==> src/rtl/aln_pkg.sv <==
// aln_pkg: shared types and constants for the accept-language negotiator
// holds the scan mode encoding, register indexes, character codes and reset codes
// no dependencies
package aln_pkg;

  typedef enum logic [7:0] {
    MODE_START  = 8'b0000_0001,
    MODE_SKIP   = 8'b0000_0010,
    MODE_TAG    = 8'b0000_0100,
    MODE_REST   = 8'b0000_1000,
    MODE_QSTART = 8'b0001_0000,
    MODE_INT    = 8'b0010_0000,
    MODE_FRAC   = 8'b0100_0000,
    MODE_DONE   = 8'b1000_0000
  } mode_t;

  localparam int CFG_INDEX_W = 3;

  typedef enum logic [CFG_INDEX_W-1:0] {
    REG_TABLE_SIZE = 3'd0,
    REG_CODE_ZERO  = 3'd1,
    REG_CODE_ONE   = 3'd2,
    REG_CODE_TWO   = 3'd3,
    REG_CODE_THREE = 3'd4
  } reg_index_t;

  localparam int WEIGHT_W = 16;
  localparam logic [WEIGHT_W-1:0] WEIGHT_MAX = 16'hFFFF;
  localparam int COUNT_W = 3;
  localparam logic [COUNT_W-1:0] TABLE_SIZE_RESET = 3'd3;
  localparam int CFG_DATA_W = 64;
  localparam int RESET_CODES = 4;
  localparam logic [CFG_DATA_W-1:0] CODE_RESET [RESET_CODES] = '{
    64'd28261, 64'd30066, 64'd29281, 64'd0
  };

  localparam logic [7:0] CH_NUL   = 8'h00;
  localparam logic [7:0] CH_TAB   = 8'h09;
  localparam logic [7:0] CH_CR    = 8'h0D;
  localparam logic [7:0] CH_SPACE = 8'h20;
  localparam logic [7:0] CH_PLUS  = 8'h2B;
  localparam logic [7:0] CH_COMMA = 8'h2C;
  localparam logic [7:0] CH_MINUS = 8'h2D;
  localparam logic [7:0] CH_DOT   = 8'h2E;
  localparam logic [7:0] CH_ZERO  = 8'h30;
  localparam logic [7:0] CH_NINE  = 8'h39;
  localparam logic [7:0] CH_SEMI  = 8'h3B;
  localparam logic [7:0] CH_EQUAL = 8'h3D;
  localparam logic [7:0] CH_UNDER = 8'h5F;
  localparam logic [7:0] CH_Q     = 8'h71;

  localparam logic [1:0] MARK_NONE = 2'd0;
  localparam logic [1:0] MARK_SEMI = 2'd1;
  localparam logic [1:0] MARK_Q    = 2'd2;

endpackage

==> src/rtl/accept_language_negotiator.sv <==
// accept_language_negotiator: picks the best table language for an accept-language header
// one header byte per transaction in, one result transaction per header out
// depends on aln_pkg
//
// usage:
//   s_tdata[7:0] carries header bytes, s_tlast marks the final byte of a header.
//   each byte updates the parse state in the cycle it is accepted; the byte
//   marked last also closes the header and loads the result register.
//   m_tdata carries the result in the cycle after the last byte is accepted.
//   throughput is one byte per cycle while no result is held stalled.
//   the per-byte path is the tag compare against every table entry, the weight
//   digit accumulate and the best-weight compare, all between the state
//   registers and the result register.
//   the cfg channel writes the table size (index 0) and the codes (1 to 4);
//   write only while no header is in flight. cfg_ready is high outside reset.
//   reset returns the table to its defaults and clears the parse state;
//   s_tready and cfg_ready are low during reset.
//   when the receiver stalls with a result held, s_tready drops until the
//   result is taken; a result transaction frees the slot in the same cycle.
module accept_language_negotiator #(
  parameter int NUM_LANGUAGES          = 4,
  parameter int CODE_BYTES             = 8,
  parameter int WEIGHT_FRACTION_DIGITS = 3
) (
  input  logic                                 clk,
  input  logic                                 rst,
  input  logic                                 s_tvalid,
  output logic                                 s_tready,
  input  logic [7:0]                           s_tdata,   // header_byte
  input  logic                                 s_tlast,   // last_byte
  output logic                                 m_tvalid,
  input  logic                                 m_tready,
  output logic [23:0]                          m_tdata,   // chosen_language, any_match, chosen_weight
  input  logic                                 cfg_valid,
  output logic                                 cfg_ready,
  input  logic [aln_pkg::CFG_INDEX_W-1:0]      cfg_index,
  input  logic [aln_pkg::CFG_DATA_W-1:0]       cfg_data
);

  localparam int N      = NUM_LANGUAGES;
  localparam int CB     = CODE_BYTES;
  localparam int WFD    = WEIGHT_FRACTION_DIGITS;
  localparam int TL_W   = $clog2(CB + 2);
  localparam int FD_W   = $clog2(WFD + 1);
  localparam int LANG_W = (N > 1) ? $clog2(N) : 1;
  localparam int CNT_W  = 4;
  localparam int ACC_W  = 21;
  localparam int WW     = aln_pkg::WEIGHT_W;

  function automatic int pow10(int n);
    int r;
    r = 1;
    for (int k = 0; k < n; k++) begin
      r = r * 10;
    end
    return r;
  endfunction

  localparam int ONE = pow10(WFD);

  typedef logic [N-1:0][CB-1:0][7:0] code_arr_t;
  typedef logic [N-1:0][TL_W-1:0]    len_arr_t;

  typedef struct packed {
    aln_pkg::mode_t     mode;
    logic [TL_W-1:0]    tag_length;
    logic [N-1:0]       prefix_equal;
    logic [N-1:0]       primary_hits;
    logic               primary_seen;
    logic [1:0]         marker_progress;
    logic [WW-1:0]      weight_accum;
    logic [FD_W-1:0]    fraction_digits;
    logic [LANG_W-1:0]  best_language;
    logic [WW-1:0]      best_weight;
    logic               have_best;
  } scan_t;

  function automatic scan_t element_clear(scan_t s);
    scan_t r;
    r = s;
    r.tag_length      = '0;
    r.prefix_equal    = '1;
    r.primary_hits    = '0;
    r.primary_seen    = 1'b0;
    r.marker_progress = aln_pkg::MARK_NONE;
    r.weight_accum    = WW'(ONE);
    r.fraction_digits = '0;
    return r;
  endfunction

  function automatic scan_t header_clear();
    scan_t r;
    r = element_clear('0);
    r.mode          = aln_pkg::MODE_START;
    r.best_language = '0;
    r.best_weight   = '0;
    r.have_best     = 1'b0;
    return r;
  endfunction

  function automatic logic [N-1:0] whole_hits(scan_t s, len_arr_t lens);
    logic [N-1:0] m;
    for (int i = 0; i < N; i++) begin
      m[i] = s.prefix_equal[i] && (lens[i] == s.tag_length);
    end
    return m;
  endfunction

  function automatic scan_t finish(scan_t s, len_arr_t lens, logic [CNT_W-1:0] cnt);
    scan_t             r;
    logic [N-1:0]      full;
    logic [N-1:0]      prim;
    logic              f_found;
    logic              p_found;
    logic [LANG_W-1:0] f_idx;
    logic [LANG_W-1:0] p_idx;
    r       = s;
    full    = whole_hits(s, lens);
    prim    = s.primary_seen ? s.primary_hits : full;
    f_found = 1'b0;
    p_found = 1'b0;
    f_idx   = '0;
    p_idx   = '0;
    for (int i = N - 1; i >= 0; i--) begin
      if (full[i] && (CNT_W'(i) < cnt)) begin
        f_found = 1'b1;
        f_idx   = LANG_W'(i);
      end
      if (prim[i] && (CNT_W'(i) < cnt)) begin
        p_found = 1'b1;
        p_idx   = LANG_W'(i);
      end
    end
    if ((f_found || p_found) && (!s.have_best || s.weight_accum > s.best_weight)) begin
      r.best_language = f_found ? f_idx : p_idx;
      r.best_weight   = s.weight_accum;
      r.have_best     = 1'b1;
    end
    return r;
  endfunction

  function automatic scan_t tag_byte(scan_t s, logic [7:0] b, code_arr_t codes,
                                     len_arr_t lens);
    scan_t      r;
    logic [7:0] cb;
    r = s;
    if ((b == aln_pkg::CH_MINUS || b == aln_pkg::CH_UNDER) && !s.primary_seen) begin
      r.primary_hits = whole_hits(s, lens);
      r.primary_seen = 1'b1;
    end
    if (s.tag_length < TL_W'(CB)) begin
      for (int i = 0; i < N; i++) begin
        cb = '0;
        for (int p = 0; p < CB; p++) begin
          if (s.tag_length == TL_W'(p)) begin
            cb = codes[i][p];
          end
        end
        if (cb != b) begin
          r.prefix_equal[i] = 1'b0;
        end
      end
      r.tag_length = s.tag_length + 1'b1;
    end else begin
      r.prefix_equal = '0;
      r.tag_length   = TL_W'(CB + 1);
    end
    return r;
  endfunction

  function automatic logic is_digit(logic [7:0] b);
    return (b >= aln_pkg::CH_ZERO) && (b <= aln_pkg::CH_NINE);
  endfunction

  function automatic logic is_space(logic [7:0] b);
    return (b == aln_pkg::CH_SPACE) || ((b >= aln_pkg::CH_TAB) && (b <= aln_pkg::CH_CR));
  endfunction

  function automatic scan_t feed(scan_t s, logic [7:0] b, code_arr_t codes, len_arr_t lens,
                                 logic [CNT_W-1:0] cnt);
    scan_t            r;
    logic             stop;
    logic [ACC_W-1:0] d;
    logic [ACC_W-1:0] v;
    logic [ACC_W-1:0] place;
    r     = s;
    stop  = 1'b0;
    d     = ACC_W'(b - aln_pkg::CH_ZERO);
    v     = '0;
    place = '0;
    if (r.mode == aln_pkg::MODE_DONE) begin
      stop = 1'b1;
    end
    if (!stop && r.mode == aln_pkg::MODE_START) begin
      if (b == aln_pkg::CH_NUL) begin
        r.mode = aln_pkg::MODE_DONE;
        stop   = 1'b1;
      end else begin
        r.mode = aln_pkg::MODE_SKIP;
      end
    end
    if (!stop && r.mode == aln_pkg::MODE_SKIP) begin
      if (b == aln_pkg::CH_SPACE || b == aln_pkg::CH_COMMA) begin
        stop = 1'b1;
      end else if (b != aln_pkg::CH_NUL) begin
        r.mode = aln_pkg::MODE_TAG;
      end
    end
    if (!stop && b == aln_pkg::CH_NUL) begin
      r      = finish(r, lens, cnt);
      r.mode = aln_pkg::MODE_DONE;
      stop   = 1'b1;
    end
    if (!stop && b == aln_pkg::CH_COMMA) begin
      r      = element_clear(finish(r, lens, cnt));
      r.mode = aln_pkg::MODE_SKIP;
      stop   = 1'b1;
    end
    if (!stop && r.mode == aln_pkg::MODE_TAG) begin
      if (b != aln_pkg::CH_SEMI && b != aln_pkg::CH_SPACE) begin
        r    = tag_byte(r, b, codes, lens);
        stop = 1'b1;
      end else begin
        r.mode = aln_pkg::MODE_REST;
      end
    end
    if (!stop && r.mode == aln_pkg::MODE_QSTART) begin
      if (is_space(b)) begin
        stop = 1'b1;
      end else if (b == aln_pkg::CH_DOT) begin
        r.mode = aln_pkg::MODE_FRAC;
        stop   = 1'b1;
      end else if (b == aln_pkg::CH_PLUS) begin
        r.mode = aln_pkg::MODE_INT;
        stop   = 1'b1;
      end else if (b == aln_pkg::CH_MINUS) begin
        r.mode = aln_pkg::MODE_REST;
        stop   = 1'b1;
      end else begin
        r.mode = is_digit(b) ? aln_pkg::MODE_INT : aln_pkg::MODE_REST;
      end
    end
    if (!stop && r.mode == aln_pkg::MODE_INT) begin
      if (is_digit(b)) begin
        v = (ACC_W'(r.weight_accum) << 3) + (ACC_W'(r.weight_accum) << 1)
          + d * ACC_W'(ONE);
        r.weight_accum = (v > ACC_W'(aln_pkg::WEIGHT_MAX)) ? aln_pkg::WEIGHT_MAX
                                                           : v[WW-1:0];
        stop = 1'b1;
      end else if (b == aln_pkg::CH_DOT) begin
        r.mode = aln_pkg::MODE_FRAC;
        stop   = 1'b1;
      end else begin
        r.mode = aln_pkg::MODE_REST;
      end
    end
    if (!stop && r.mode == aln_pkg::MODE_FRAC) begin
      if (is_digit(b)) begin
        if (r.fraction_digits < FD_W'(WFD)) begin
          for (int k = 0; k < WFD; k++) begin
            if (r.fraction_digits == FD_W'(k)) begin
              place = ACC_W'(pow10(WFD - 1 - k));
            end
          end
          v = ACC_W'(r.weight_accum) + d * place;
          r.weight_accum = (v > ACC_W'(aln_pkg::WEIGHT_MAX)) ? aln_pkg::WEIGHT_MAX
                                                             : v[WW-1:0];
          r.fraction_digits = r.fraction_digits + 1'b1;
        end
        stop = 1'b1;
      end else begin
        r.mode = aln_pkg::MODE_REST;
      end
    end
    if (!stop) begin
      if (b == aln_pkg::CH_SEMI) begin
        r.marker_progress = aln_pkg::MARK_SEMI;
      end else if (b == aln_pkg::CH_Q && r.marker_progress == aln_pkg::MARK_SEMI) begin
        r.marker_progress = aln_pkg::MARK_Q;
      end else if (b == aln_pkg::CH_EQUAL && r.marker_progress == aln_pkg::MARK_Q) begin
        r.marker_progress = aln_pkg::MARK_NONE;
        r.weight_accum    = '0;
        r.fraction_digits = '0;
        r.mode            = aln_pkg::MODE_QSTART;
      end else begin
        r.marker_progress = aln_pkg::MARK_NONE;
      end
    end
    return r;
  endfunction

  logic [aln_pkg::COUNT_W-1:0] table_size;
  code_arr_t                   codes;
  len_arr_t                    code_len;
  logic [CNT_W-1:0]            count_eff;
  scan_t                       st;
  scan_t                       st_byte;
  scan_t                       st_end;
  logic                        in_fire;

  assign s_tready  = !rst && (!m_tvalid || m_tready);
  assign cfg_ready = !rst;
  assign in_fire   = s_tvalid && s_tready;

  // table registers
  always_ff @(posedge clk) begin
    if (rst) begin
      table_size <= aln_pkg::TABLE_SIZE_RESET;
    end else if (cfg_valid && cfg_ready &&
                 cfg_index == aln_pkg::REG_TABLE_SIZE) begin
      table_size <= cfg_data[aln_pkg::COUNT_W-1:0];
    end
  end

  always_ff @(posedge clk) begin
    for (int i = 0; i < N; i++) begin
      if (rst) begin
        if (i < aln_pkg::RESET_CODES) begin
          codes[i] <= (CB * 8)'(aln_pkg::CODE_RESET[i % aln_pkg::RESET_CODES]);
        end else begin
          codes[i] <= '0;
        end
      end else if (cfg_valid && cfg_ready && i < aln_pkg::RESET_CODES &&
                   cfg_index == aln_pkg::CFG_INDEX_W'(i + 1)) begin
        codes[i] <= cfg_data[CB*8-1:0];
      end
    end
  end

  always_comb begin
    for (int i = 0; i < N; i++) begin
      code_len[i] = TL_W'(CB);
      for (int p = CB - 1; p >= 0; p--) begin
        if (codes[i][p] == aln_pkg::CH_NUL) begin
          code_len[i] = TL_W'(p);
        end
      end
    end
    count_eff = (CNT_W'(table_size) > CNT_W'(N)) ? CNT_W'(N) : CNT_W'(table_size);
  end

  always_comb begin
    st_byte = feed(st, s_tdata, codes, code_len, count_eff);
    st_end  = feed(st_byte, aln_pkg::CH_NUL, codes, code_len, count_eff);
  end

  always_ff @(posedge clk) begin
    if (rst) begin
      st <= header_clear();
    end else if (in_fire) begin
      st <= s_tlast ? header_clear() : st_byte;
    end
  end

  always_ff @(posedge clk) begin
    if (rst) begin
      m_tvalid <= 1'b0;
    end else if (in_fire && s_tlast) begin
      m_tvalid <= 1'b1;
    end else if (m_tready) begin
      m_tvalid <= 1'b0;
    end
  end

  always_ff @(posedge clk) begin
    if (in_fire && s_tlast) begin
      m_tdata <= {5'd0,
                  st_end.have_best ? st_end.best_weight : WW'(0),
                  st_end.have_best,
                  2'(st_end.best_language)};
    end
  end

  a_last_gives_result: assert property (@(posedge clk) disable iff (rst)
    (in_fire && s_tlast) |=> m_tvalid)
    else $error("result missing after last byte");

  a_result_from_last: assert property (@(posedge clk) disable iff (rst)
    $rose(m_tvalid) |-> $past(in_fire && s_tlast))
    else $error("result without a last byte");

  a_no_match_zero: assert property (@(posedge clk) disable iff (rst)
    (m_tvalid && !m_tdata[2]) |-> (m_tdata[18:3] == '0 && m_tdata[1:0] == '0))
    else $error("unmatched result carries data");

  a_header_cleared: assert property (@(posedge clk) disable iff (rst)
    (in_fire && s_tlast) |=> (st.mode == aln_pkg::MODE_START && !st.have_best))
    else $error("parse state not cleared after header");

endmodule

==> config.mk <==
export PLATFORM = sky130hd
export DESIGN_NAME = accept_language_negotiator
export DESIGN_NICKNAME = d
export VERILOG_FILES = /design/src/rtl/aln_pkg.sv /design/src/rtl/accept_language_negotiator.sv
export SDC_FILE = /design/constraint.sdc
export NUM_CORES = 1
export LEC_CHECK = 0
export BUFFER_PORTS_ARGS = -buffer_cell sky130_fd_sc_hd__buf_2
export CORE_UTILIZATION = 45
export DETAILED_ROUTE_END_ITERATION = 16
export PLACE_DENSITY = 0.69
export SLEW_MARGIN = 20
export SYNTH_ARGS = -nofsm -noshare
export SYNTH_HDL_FRONTEND = slang
export SYNTH_SLANG_ARGS = --single-unit
==> constraint.sdc <==
create_clock -name clk -period 24.3 [get_ports clk]
set_input_delay 4.86 -clock clk [delete_from_list [all_inputs] [get_ports clk]]
set_output_delay 4.86 -clock clk [all_outputs]
set_load 0.01 [all_outputs]
Yosys cells after proc, flatten, opt, wreduce, memory -nomap -nowiden. Index checks and enable logic that the tools add are counted.

Bits in registers: 339. Input bits: 81. Output and inout port bits: 27. Word-level logic and storage cells: 471.

Add/sub/neg operators: 6. Multipliers: 2. Magnitude comparators: 16. Eq/ne operators: 55. Multiplexer cells: 215. Reductions and logical operators: 130.

Operators with widths (count): two-way mux 8 bit (61); logical NOT 8 bit (33); two-way mux 60 bit (4); two-way mux 4 bit (35); two-way mux 18 bit (6); two-way mux 21 bit (5); two-way mux 19 bit (4); logical AND 1 bit (67); == test 4 bit (16); == test 8 x 6 -> 1 bit (second input constant) (8); two-way mux 16 bit (4); two-way mux 2 bit (29); two-way mux 1 bit (57); two-way mux 52 bit (1); > comparator 16 bit (3); > comparator 21 x 16 -> 1 bit (second input constant) (2); inequality test 8 bit (4); == test 8 x 7 -> 1 bit (second input constant) (3); adder 16 x 21 -> 21 bit (1); adder 20 x 21 -> 21 bit (1); multiplier 21 x 7 -> 18 bit (second input constant) (1); multiplier 9 x 21 -> 21 bit (1); two-way mux 7 bit (3); adder 19 x 17 -> 20 bit (1); 37 further kinds (74).

Logic depth before layout (Yosys ltp).
Word-level depth: 77. Gate-level depth with buffers: 67. Mapped depth without buffers: 61.

Worst setup path after synthesis. OpenSTA, ideal clock, no wires.

Path kind: input port to flip-flop. Start point: input s_tdata[6]. End point: register m_tdata[0], data pin. Library setup time: 0.260 ns. Arrival: 18.173 ns. Required time: 24.040 ns. Setup slack: 5.867 ns. Stages on the path: 60. Path buffers: 6. Cell sequence: buf_2 > clkbuf_1 > or2_2 > nor2_1 > ha_1 > inv_1 > fa_1 > inv_1 > fa_1 > fa_1 > ha_1 > o41ai_1 > nor2b_1 > o21a_1 > nor3_1 > nor2_1 > fa_1 > ha_1 > [24 not listed] > o2111ai_1 > clkbuf_1 > o21a_1 > o21ai_0 > inv_1 > ha_1 > o21a_1 > o21a_1 > o21a_1 > o21ai_0 > nand2b_1 > a21oi_1 > or3_1 > a21oi_1 > o21ai_0 > or2_1 > buf_6 > mux2_4.

RTL lines: from (decl) (line accept_language_negotiator.sv:29) `input logic [7:0] s_tdata,`; to (signal assigned) (line accept_language_negotiator.sv:367) `m_tdata <= {5'd0,`; to (decl) (line accept_language_negotiator.sv:33) `output logic [23:0] m_tdata,`.

==> results by group <==
Status
  – Outcome: finished clean

Pwr
  – P_sw: 0.816 mW
  – Sw Share: 38.3%
  – Clock group share of total power: 28.6%
  – Power density over the cells: 73.3 nW/µm²
  – Peak supply drop: 0.0000897 V
  – Reg power frac: 27.2%
  – Pint: 1.31 mW
  – Leak: 11.7 nW
  – Power Total: 2.13 mW
  – Gate power share: 44.2%

Worst setup path
  – Worst R2R Setup Slack: 10.84 ns
  – Crit path top cell by count: ha_1
  – CP Launch Type: primary input
  – Worst path slowest cell: or2_1
  – Max stage delay on crit path: 0.70 ns
  – Worst Reg-to-Reg Cells: 49
  – Crit-path max FO: 26
  – Worst EP required: 24.63 ns
  – Crit Path Class: in -> reg
  – Crit path DAT: 19.72 ns
  – Crit end category: register

Placement
  – DP Wirelength: 72700 µm
  – Pre-CTS setup slack: 4.37 ns
  – IO Port Bufs: 102
  – Placed cell count: 4267
  – Gpl congestion: 1.02
  – Area after DPL: 27700 µm²

Finish
  – Post-route cell area: 29000 µm²
  – Area of the multi-input gates: 18200 µm²
  – Area Growth Syn to Fin: 8.35%
  – Utilization after layout: 49.3%
  – Nets: 3876
  – Finished Layout Cells: 4337
  – Layout cells sized above 1: 8.42%
  – Register Area: 6980 µm²
  – Fill cells: 5914

CTS
  – Clock transition at the registers of the reported paths: 0.06 ns
  – Cts hold-fix bufs: 0
  – CTS tree: built
  – Setup bufs post-CTS: 0
  – H-tree Lvls: 2
  – CTS buffer count: 39
  – CTS Buffer Depth: 3
  – Root buf cell: clkbuf_16
  – # resized after CTS: 0
  – CTS sink count: 339
  – Worst-skew pair later-pin latency: 0.61 ns

Synthesis
  – Async set-reset flop share out of synthesis: 0%
  – XOR/XNOR Fraction of Synth Area: 2.84%
  – Synth Flop Type: dfxtp_1
  – Largest family of logic cells by synthesized area: simple AND/OR/NAND/NOR gates
  – Synth area leaders: dfxtp_1, nand2_1, ha_1, a21oi_1, fa_1
  – Area share of the largest cell type after synthesis: 23.9%
  – Yosys cell types: 107
  – Synthesized area: 26800 µm²
  – Compound-Gate Fraction of Synth Area: 22.0%
  – Average cell area after synthesis: 7.50 µm²
  – Synth warn: 0
  – Adder and majority gate portion of the synthesized area: 14.4%
  – Seq/Total Area, Yosys: 26.0%
  – Post-synth EDFFs: 19
  – Post-Synth Simple-Gate Area: 26.1%
  – Post-Syn Instances: 3573
  – Flops & latches, synth: 339
  – Mux share of post-synthesis cell area: 2.07%
  – Yosys top cell by area: dfxtp_1

Floorplanning
  – Die Y: 246 µm
  – Num ports: 108
  – Die X: 246 µm
  – Cell row count: 89
  – Initial Util: 45.5%
  – Core ar.: 58900 µm²
  – Die area: 60600 µm²

GRT
  – Vias in the first global route: 24981
  – First-pass GRT wire length: 151000 µm
  – Remaining global-route overflow: 0
  – Tot GR Track Use: 32.2%
  – Largest net degree at the start of global routing: 98
  – Initial antenna violation count: 3

Hold path
  – Hold crit path type: reg -> reg
  – Hold depth: 2

STA
  – Setup TNS: 0 ns
  – Unrepaired setup endpoints after global routing: false
  – Fin. Hold Viols: 0
  – WHS: 0.464 ns
  – Clk_skew: 0.0333 ns
  – Slew headroom: 19.6%
  – Max Clk Rate: 51.6 MHz
  – Final WS setup: 4.91 ns
  – Finish-stage setup viols: 0
  – Final-report max-slew violation count: 0
  – Slew @ Worst Pin: 1.20 ns
  – Post-route clock period utilization: 79.8%
  – Min Tclk post-route: 19.39 ns

Detailed routing
  – Vias: 27008
  – First drt pass iteration count: 5
  – DR vias/cell: 6.23
  – First DRT Iteration DRCs: 2826
  – WL/cell: 22.9 µm
  – Drt drc: 0
  – DRT antenna net count: 0
  – Routed WL: 99300 µm

Run
  – Max_cap viols: 0
metal layers:
layer	up-vias	share of wire [%]	global-route usage, %
met2	1364	45	51.4
li1	12547	-	-
met3	289	8.4	4.96
met4	4	5.9	17.6
met5	-	0.022	0
met1	12804	41	41.6
logic make-up (layout without fill, tap and decap cells):
logic type	Yosys count	count (layout)
AOI/OAI and AO/OA	896	896
other	1	6
muxes	53	53
and+or+nand+nor	1497	1497
xor gates and xnor gates	87	87
buffers and inverters	440	426
adders and majority gates	260	260
DFF	339	339
layout make-up:
type | instances | area share, %
diodes | 1 | 0.00862
clock buffers | 50 | 3.71
clock inverters | 19 | 0.775
inverters | 212 | 2.74
multi-input cells | 2798 | 62.5
flip-flops and latches | 339 | 24.0
well taps | 773 | 3.33
repair buffers | 145 | 2.89
cell usage after synthesis (43+ instances only):
cell type    n
nand2_1    728
a21oi_1    329
dfxtp_1    320
nor2_1     232
inv_1      205
ha_1       178
clkbuf_1   173
nand3_1    133
o21ai_0    109
fa_1        82
xnor2_1     62
nor3_1      52
nor4_1      50
nor2b_1     43
power by group through the flow:
stage	Sequential, mW	Combinational (mW)	Clock, mW
3_3_place_gp	0.592	0.919	0
6_report	0.580	0.942	0.609
4_1_cts	0.579	0.931	0.616
5_1_grt	0.580	1.05	0.639
3_5_place_dp	0.592	0.927	0
2_1_floorplan	0.587	0.734	0
registers in the layout, indices dropped and copies added (netlist names):
signal and count:
m_tvalid 1, codes 256, table_size 3, m_tdata 19
st 60
final timing paths:
path                    from          to
hold / removal     codes[98]   codes[98]
setup / recovery  s_tdata[4]  m_tdata[1]
setup reg to reg      st[56]  m_tdata[1]
hold reg to reg    codes[98]   codes[98]
placed cells by master, fill, tap and decap left out, types with 11 or more instances in the layout:
master,n
a31oi_1,33
a211oi_1,25
o22ai_1,29
o211ai_1,35
clkbuf_16,40
nand3b_1,14
nand4_1,35
nor2_1,228
and2_1,21
and3_1,27
buf_2,101
ha_1,174
mux2i_1,40
nor3_1,52
a221oi_1,30
edfxtp_1,19
a2bb2oi_1,17
fa_1,82
nand2b_1,22
o21ai_0,109
xnor2_1,62
o31ai_1,33
o21bai_1,11
or3_1,13
nor4_1,50
dfxtp_1,320
a21o_1,19
nand2_1,728
o21a_1,39
nor3b_1,15
or4_1,34
nor2b_1,43
a22oi_1,22
a21oi_1,329
xor2_1,25
buf_4,43
inv_1,205
or2_2,24
nand3_1,131
mux2_2,11
worst max-delay path, delay by kind of cell:
kind            cells  cell delay, ns
fa+ha+maj          13            5.37
compound gates     24            4.71
simple gates       15            2.66
buf+inv             7            1.20
xor+xnor            1            0.56
mux                 1            0.35
(Power assumes the default switching activity.)
